### config.mk
export PLATFORM = sky130hd
export DESIGN_NAME = gdu_front
export DESIGN_NICKNAME = d
export VERILOG_FILES = /design/src/design/gdu_pkg.sv /design/src/design/gdu_front.sv
export SDC_FILE = /design/constraint.sdc
export NUM_CORES = 1
export LEC_CHECK = 0
export ABC_CLOCK_PERIOD_IN_PS = 13600
export BUFFER_PORTS_ARGS = -buffer_cell sky130_fd_sc_hd__buf_2
export CORE_ASPECT_RATIO = 1.1
export CORE_MARGIN = 2
export CORE_UTILIZATION = 29
export DETAILED_ROUTE_END_ITERATION = 10
export SLEW_MARGIN = 10
export SYNTH_ARGS = -nofsm -noshare
export SYNTH_HDL_FRONTEND = slang
export SYNTH_SLANG_ARGS = --single-unit
### constraint.sdc
create_clock -name vclk -period 13.6
set_input_delay 2.04 -clock vclk [all_inputs]
set_output_delay 2.04 -clock vclk [all_outputs]
set_load 0.02 [all_outputs]
### src/design/gdu_pkg.sv
// Shared types and constants for the gradient-gated depth unprojection block.
// No dependencies.
package gdu_pkg;

  localparam int COORD_BITS_DEF = 12;
  localparam int FIFO_DEPTH_DEF = 4;
  localparam int RECIP_STAGES = 33;

  localparam logic [2:0] REG_THRESHOLD = 3'd0;
  localparam logic [2:0] REG_PRINCIPAL = 3'd1;
  localparam logic [2:0] REG_INV_FOCAL = 3'd2;
  localparam logic [2:0] REG_POSE_0 = 3'd3;
  localparam logic [2:0] REG_POSE_1 = 3'd4;
  localparam logic [2:0] REG_POSE_2 = 3'd5;

  typedef struct packed {
    logic [15:0] depth;
    logic [11:0] row;
    logic [11:0] col;
  } pixel_t;

  typedef struct packed {
    logic [2:0][63:0] pose;
    logic [63:0] inv_focal;
    logic [31:0] principal;
  } cam_cfg_t;

  typedef struct packed {
    logic full;
    logic empty;
  } fifo_status_t;

endpackage

### src/design/gdu_front.sv
// Front end: squared gradient magnitude gate in front of the point queue.
// Depends on gdu_pkg.
module gdu_front
  import gdu_pkg::*;
(
  input  logic         s_tvalid,
  output logic         s_tready,
  input  logic [71:0]  s_tdata,
  input  logic [31:0]  threshold_sq,
  input  fifo_status_t status,
  output logic         push,
  output pixel_t       item
);

  logic signed [15:0] gx;
  logic signed [15:0] gy;
  logic signed [31:0] gx_w;
  logic signed [31:0] gy_w;
  logic [31:0] gx_sq;
  logic [31:0] gy_sq;
  logic [32:0] mag;

  assign gx = s_tdata[39:24];
  assign gy = s_tdata[55:40];
  assign gx_w = 32'(gx);
  assign gy_w = 32'(gy);
  assign gx_sq = gx_w * gx_w;
  assign gy_sq = gy_w * gy_w;
  assign mag = {1'b0, gx_sq} + {1'b0, gy_sq};

  assign s_tready = !status.full;
  assign push = s_tvalid && s_tready && (mag >= {1'b0, threshold_sq});
  assign item.col = s_tdata[11:0];
  assign item.row = s_tdata[23:12];
  assign item.depth = s_tdata[71:56];

endmodule

==> metrics.cfg <==
[outcome]
outcome = completed

[layout]
seqCellArea_sq_um = 0
final_common_cell = inv_1
clockBufferCount = 0
n_fill_cell = 7451
nFlopsAndLatches = 0
area_growth_pct = 6.38
layout_common_cells = inv_1, fa_1, ha_1
nets = 3208
insertedDiodeCount = 0
drive_above_1_share_pct = 6.20

[global_routing]
antenna_found_initial = 3
grt_pass1_vias = 15900
grt_pass1_wl_um = 78500
grt_max_degree = 22
grt_overflow = 0
grtUsageTotal_pct = 13.1

[detailed_routing]
drtIter0Drc = 764
routed_wl_um = 46100
drc = 0
via_count = 14800
drtPass1Iterations = 5
wl_per_cell_um = 13.9
antenna_left = 0
routed_via_density = 4.45

[synthesis]
synth.top_cell.area_share_pct = 45.3
ys_types = 74
yosysWarningCount = 0
synth_area_sq_mm = 0.0207
synth_top_area_cell = fa_1
seq_area_frac_synth_pct = 0
postSynthCellCount = 2385
synthTopCellsByArea = fa_1, ha_1, inv_1
syn_area_per_cell_sq_um = 8.69
syn_nets = 3203

[sta]
slew_headroom_pct = 50.1
drv_slew = 0
worst_pin_slew_ps = 749
tns_ps = 0
setup_viol = 0
hold_violations = 0
layout_min_cycle_time_ps = 13140
rsz0062_at_grt = false
fin_crit_sh_pct = 96.6
timing.fmax_ghz = 0.0761

[worst_setup_path]
crit_type = in2out
crit_slowest_cell = fa_1
worstSetupEndpointType = primary output
cpMostUsedCell = fa_1
cpPeakStageDelay_ps = 530
cp_max_fo = 15
arrival_ps = 11100
start_kind = input pin
crit_path_start = s_tdata[49]
required_ps = 11560

[place]
routabilityCongestion = 0.852
place_hpwl_um = 41100
port_buffers = 68

[die]
chipWidth_um = 259
coreArea_sq_mm = 0.0706
die_area_sq_mm = 0.0736
std_cell_rows = 102
initial_core_util_pct = 29.4
io_pins = 149
fp.dieH_um = 284

[clocking]
holdBufCountCts = 0

[flow_run]
maxCapViolations = 0

[worst_hold_path]
min_path_cells = 0
min_from = s_tdata[13]
hold_class = in2out

[cells by family (layout without fill, tap and decap cells)]
family | after synthesis | after routing | synth area share [%]
simple gates | 466 | 466 | 10.5
mux | 4 | 4 | 0.205
xor+xnor | 108 | 108 | 4.56
compound gates | 280 | 280 | 9.23
fa+ha+maj | 711 | 711 | 59.9
buf+inv | 816 | 819 | 15.6
[through the flow]
| step | util (%) | setup slack (ps) | instances | hold WS [ps] | instance area (sq um) |
|---|---|---|---|---|---|
| detailed placement | 31.1 | 279 | 3321 | 4080 | 21900 |
| global route | 31.2 | 12.8 | 3324 | 4080 | 22100 |
| floorplan | - | 1130 | 2385 | 4160 | 20700 |
| CTS | 31.1 | 232 | 3321 | 4080 | 21900 |
| finish | 31.2 | 456 | 3324 | 4080 | 22100 |
| global placement | 31.1 | 298 | 3321 | 4080 | 21900 |
[routing by layer]
layer	track usage (%)	wire (um)	up-vias	part of all wire, %
met5	0	18	-	0.039
met2	22.7	22500	222	49
met3	0.936	1930	47	4.2
met1	18.0	20800	7382	45
met4	1.95	767	2	1.7
li1	-	-	7132	-
[cell type report]
class	instances	area (sq um)	area share, %
Multi-Input combinational cell	1569	17600	79.7
Inverter	721	2710	12.3
Tap cell	936	1170	5.31
Timing Repair Buffer	98	594	2.70
[path summary, 6_finish.rpt]
path                        to
worst max-delay path      push
worst min-delay path  item[13]
[critical path: cells and delay by family]
kind,cells,cell delay [ps]
compound gates,12,2760
xor+xnor,1,140
simple gates,7,1080
fa+ha+maj,9,3940
buf+inv,9,1140
[synthesized netlist by cell type, drive strengths merged, types with 9 or more instances]
library cell and count:
buf 43, and2 71, nand4 13, nand3 20, a21o 44, ha 242
xnor2 79, nand2b 9, xor2 29, o21ai 40, o21a 18, a211oi 14
a31o 9, nor2 106, o21bai 11, clkbuf 52, nand2 183, nor3 10
inv 721, nor2b 11, and3 15, a31oi 11, a21oi 82, fa 469
[repair_timing]
item,4_1_cts,5_1_grt
setup endpoints to repair,0,1
setup buffers,0,3
resized for setup,0,32
Power is not shown: default switching activity piles up to over one toggle a cycle in this logic, so the estimate is an artifact.
