`src/design/gdu_pkg.sv`:
```
// Shared types and constants for the gradient-gated depth unprojection block.
// No dependencies.
package gdu_pkg;

  localparam int COORD_BITS_DEF = 12;
  localparam int FIFO_DEPTH_DEF = 4;
  localparam int RECIP_STAGES = 33;

  localparam logic [2:0] REG_THRESHOLD = 3'd0;
  localparam logic [2:0] REG_PRINCIPAL = 3'd1;
  localparam logic [2:0] REG_INV_FOCAL = 3'd2;
  localparam logic [2:0] REG_POSE_0 = 3'd3;
  localparam logic [2:0] REG_POSE_1 = 3'd4;
  localparam logic [2:0] REG_POSE_2 = 3'd5;

  typedef struct packed {
    logic [15:0] depth;
    logic [11:0] row;
    logic [11:0] col;
  } pixel_t;

  typedef struct packed {
    logic [2:0][63:0] pose;
    logic [63:0] inv_focal;
    logic [31:0] principal;
  } cam_cfg_t;

  typedef struct packed {
    logic full;
    logic empty;
  } fifo_status_t;

endpackage

```
`src/design/gdu_fifo.sv`:
```
// Short queue of kept pixels between front and back end.
// Depends on gdu_pkg.
module gdu_fifo
  import gdu_pkg::*;
#(
  parameter int DEPTH = FIFO_DEPTH_DEF
) (
  input  logic         clk,
  input  logic         rst,
  input  logic         push,
  input  pixel_t       wr_item,
  input  logic         pop,
  output pixel_t       rd_item,
  output fifo_status_t status
);

  localparam int PW = (DEPTH > 1) ? $clog2(DEPTH) : 1;
  localparam int CW = $clog2(DEPTH + 1);

  pixel_t mem [DEPTH];
  logic [PW-1:0] wr_ptr;
  logic [PW-1:0] rd_ptr;
  logic [CW-1:0] count;
  logic do_push;
  logic do_pop;

  assign status.full = (count == CW'(DEPTH));
  assign status.empty = (count == '0);
  assign do_push = push && !status.full;
  assign do_pop = pop && !status.empty;
  assign rd_item = mem[rd_ptr];

  always_ff @(posedge clk) begin
    if (do_push) begin
      mem[wr_ptr] <= wr_item;
    end
  end

  always_ff @(posedge clk) begin
    if (rst) begin
      wr_ptr <= '0;
      rd_ptr <= '0;
      count <= '0;
    end else begin
      if (do_push) begin
        wr_ptr <= (wr_ptr == PW'(DEPTH - 1)) ? '0 : wr_ptr + 1'b1;
      end
      if (do_pop) begin
        rd_ptr <= (rd_ptr == PW'(DEPTH - 1)) ? '0 : rd_ptr + 1'b1;
      end
      if (do_push && !do_pop) begin
        count <= count + 1'b1;
      end else if (do_pop && !do_push) begin
        count <= count - 1'b1;
      end
    end
  end

`ifndef SYNTHESIS
  a_no_overflow: assert property (@(posedge clk) disable iff (rst)
    status.full && !do_pop |=> status.full)
    else $error("queue lost its fill");
  a_count_bound: assert property (@(posedge clk) disable iff (rst)
    count <= CW'(DEPTH))
    else $error("queue count beyond depth");
  a_count_step: assert property (@(posedge clk) disable iff (rst)
    do_push && !do_pop |=> count == $past(count) + 1'b1)
    else $error("queue count did not advance");
`endif

endmodule

```
`config.mk`:
```
export PLATFORM = sky130hd
export DESIGN_NAME = gdu_fifo
export DESIGN_NICKNAME = d
export VERILOG_FILES = /design/src/design/gdu_pkg.sv /design/src/design/gdu_fifo.sv
export SDC_FILE = /design/constraint.sdc
export NUM_CORES = 1
export LEC_CHECK = 0
export ABC_AREA = 0
export BUFFER_PORTS_ARGS = -buffer_cell sky130_fd_sc_hd__buf_2
export CAP_MARGIN = 20
export CORE_UTILIZATION = 51
export CTS_BUF_LIST = sky130_fd_sc_hd__clkbuf_4 sky130_fd_sc_hd__clkbuf_8 sky130_fd_sc_hd__clkbuf_16
export DETAILED_ROUTE_END_ITERATION = 7
export HOLD_SLACK_MARGIN = 0.15
export PLACE_DENSITY = 0.75
export SYNTH_ARGS = -nofsm -noshare
export SYNTH_HDL_FRONTEND = slang
export SYNTH_SLANG_ARGS = --single-unit
```
`constraint.sdc`:
```
create_clock -name clk -period 2.3 [get_ports clk]
set_input_delay 0.575 -clock clk [delete_from_list [all_inputs] [get_ports clk]]
set_output_delay 0.575 -clock clk [all_outputs]
set_load 0.02 [all_outputs]
```
==> metrics.md <==
| Metric | Value |
|---|---|
| # hold bufs at CTS | 0 |
| CTS Buf Count | 17 |
| Sequential area share after synthesis | between 70% and 80% |
| Share of cells above drive strength 1 | between 40% and 50% |
| Core Rows | 40 |
| WHS Path Cells | 1 |
| Vias in the first global route | 3024 |
| Synth Warn # | 0 |
| Reg2Reg Capture Point | count[2] |
| Clk slew on worst S/H paths | 0.06 ns |
| Boundary pin count | between 80 and 90 |
| Vias/cell | 5.50 |
| Final Non-Filler Cells | ~530 |
| Final Hold Vio Count | 0 |
| Post-layout worst setup margin | -0.00690 ns |
| CP Class | reg -> out |
| First drt pass iteration count | 4 |
| Multi-input gate area | between 1000 and 1500 sq um |
| FFs w/ async S/R, synth | 0% |
| FF+latch count, synth | 169 |
| R2r startpoint | count[1] |
| Fmax | 0.433 GHz |
| Post-synth EDFFs | 160 |
| CP bufs+invs | 2 |
| Most frequent cells in the layout | edfxtp_1 (160), buf_2 (78), mux4_2 (40) |
| Core Box Area | 12000 sq um |
| Cell area power density | 1140 nW/um^2 |
| Clock sinks | roughly 170 |
| Mean post-synth cell area | between 20 and 25 sq um |
| R2R cell count | 7 |
| GRT Total Usage | 18.0% |
| Delay-heaviest family, CP | multiplexers |
| ANT cells | 0 |
| Max-slew headroom at the worst pin | 73.1% |
| Layout Utilization | around 64% |
| Worst Hold Endpoint | mem[0][12] |
| Hold slack final | 0.364 ns |
| Final setup fails | 2 |
| Yosys top cell area share | 76.8% |
| Final Net Count | 419 |
| Hold Crit Class | in -> reg |
| Input/output buffers | 85 |
| Largest net degree at the start of global routing | 27 |
| Max Slew Vio Count | 0 |
| Data required, critical path | 1.73 ns |
| Crit start category | flop |
| Period Utilization, post-route | 100% |
| Via count | 2906 |
| Cells after DPL | 494 |
| Synthesized Nets | 310 |
| Clock tree buffer depth | 2 |
| CP max-delay cell | mux4_2 |
| Clock Root Buffer | clkbuf_16 |
| CP endpoint kind | output port |
| DRC violations left | 0 |
| Top cells by area, synth | edfxtp_1 (77%), mux4_2 (14%), dfxtp_1 (2.9%) |
| DR iter-0 viols | 200 |
| Pre-CTS setup slack | -0.0601 ns |
| Worst vdd ir | 766 uV |
| Most common cell after layout, fill and taps aside | edfxtp_1 |
| Max-Cap Viols | 0 |
| Cell variety after synth | 26 |
| Main flop type after synthesis | edfxtp_1 |
| Crit path time final | 2.31 ns |
| # H-tree levels | 4 |
| Initial antenna violation count | 0 |
| Outcome | finished with violations |
| Die Wd | 113 um |
| GR Overflow Total | 0 |
| Clock Skew | 0.00640 ns |
| Max Fanout on Critical Path | 11 |
| Die Y-Extent | 113 um |
| First-pass GRT wire length | 16.2 mm |
| Slowest stage delay, CP | 0.53 ns |
| GP Congestion | approximately 0.68 |
| Mapped Area | ~6300 sq um |
| Initial Utilization | between 50% and 60% |
| Leading area contributor after synthesis | edfxtp_1 |
| Hold Crit Start | wr_item[12] |
| Drt total wl | about 11 mm |
| Avg WL per Cell | 20.1 um |
| WP data arrival | about 1.7 ns |
| Failing checks | setup timing |
| Die area | 12700 sq um |
| Later-pin clock latency in the skew report | 0.42 ns |
| Fillers | between 700 and 800 |
| Reg area | 4990 sq um |
| DPL Wire Length | 6.36 mm |
| Cells after Synth | 259 |
| Synth-to-Final Area Change | 22.1% |
| Slew @ Worst Pin | 0.403 ns |
| Antenna-violating nets left | 0 |
| Critical-path cell list | buf_12 > mux4_2 > buf_2 |
| Leakage | around 2.6 nW |
| Clock tree from TritonCTS | yes |
| RSZ-0062 raised after global routing | true |
| Worst reg-to-reg setup slack | between 0.1 and 0.15 ns |
## cells by family after synthesis
group                    after synthesis  synth area share [%]
AO/OA/AOI/OAI                          7                 0.800
XOR/XNOR                               2                 0.280
adder cells (fa/ha/maj)                7                  1.52
buffers and inverters                 16                  1.62
flip-flops                           169                  79.7
multiplexers                          42                  14.7
AND/OR/NAND/NOR                       16                  1.40
## metal layers
metal | vias up | part of all wire (%) | global-route usage (%)
li1 | 1303 | - | -
met3 | 19 | 6.1 | 7.07
met4 | 0 | 1.8 | 6.67
met2 | 81 | 50 | 28.9
met1 | 1503 | 42 | 22.5
met5 | - | 0 | 0
## power breakdown
| part | total (mW) | switching, mW | internal, mW |
|---|---|---|---|
| Clock | 2.81 | 1.10 | 1.71 |
| Combinational | 2.09 | 1.13 | 0.959 |
| Sequential | 3.85 | 0.118 | 3.73 |
| Total | 8.75 | 2.35 | 6.39 |
## layout make-up
class	instances	share of cell area, %
inverter	5	0.491
clock inverter	11	1.57
timing repair buffer	101	8.50
clock buffer	21	6.29
multi-input combinational	74	15.4
tap	147	2.41
sequential	169	65.3
## worst max path at each step
stage / from / endpoint / depth (start not counted)
floorplan: count[0] / count[2] / 10
global placement: push / count[2] / 9
detailed placement: push / count[2] / 9
CTS: flop / rd_item[10] / 3
global route: flop / rd_item[10] / 3
finish: flop / rd_item[10] / 3
## Yosys cell counts, types with 2 or more instances
library cell	instances
edfxtp_1	160
nor2_1	3
a21oi_1	3
buf_4	4
mux2i_1	2
or3_1	2
and3_1	4
dfxtp_1	9
o31ai_2	2
nor3_1	2
inv_1	3
buf_1	4
nand3_1	2
mux4_2	40
ha_1	6
clkbuf_1	2
xor2_1	2
## flip-flops by register name (all words and copies together) (netlist names), named ones only
| register | count |
|---|---|
| count | 3 |
| mem | 160 |
| rd_ptr | 2 |
| wr_ptr | 2 |
## what timing repair did
item	CTS	global route
buffers inserted	0	0
hold endpoints to repair	0	0
resized for setup	4	12
pin swaps	0	0
setup endpoints to repair	27	41
gates cloned	0	2
## metrics by stage
| step | power, mW | cell area [sq um] | setup TNS [ns] |
|---|---|---|---|
| 6_report | 8.75 | 7640 | -0.00868 |
| 2_1_floorplan | 5.24 | 6260 | 0 |
| 3_3_place_gp | 5.82 | 6940 | 0 |
| 4_1_cts | 8.71 | 7560 | -0.434 |
| 3_5_place_dp | 5.88 | 6940 | -0.0601 |
| 5_1_grt | 9.11 | 7640 | -1.89 |
Note: power is estimated with default switching activity, not from simulation.
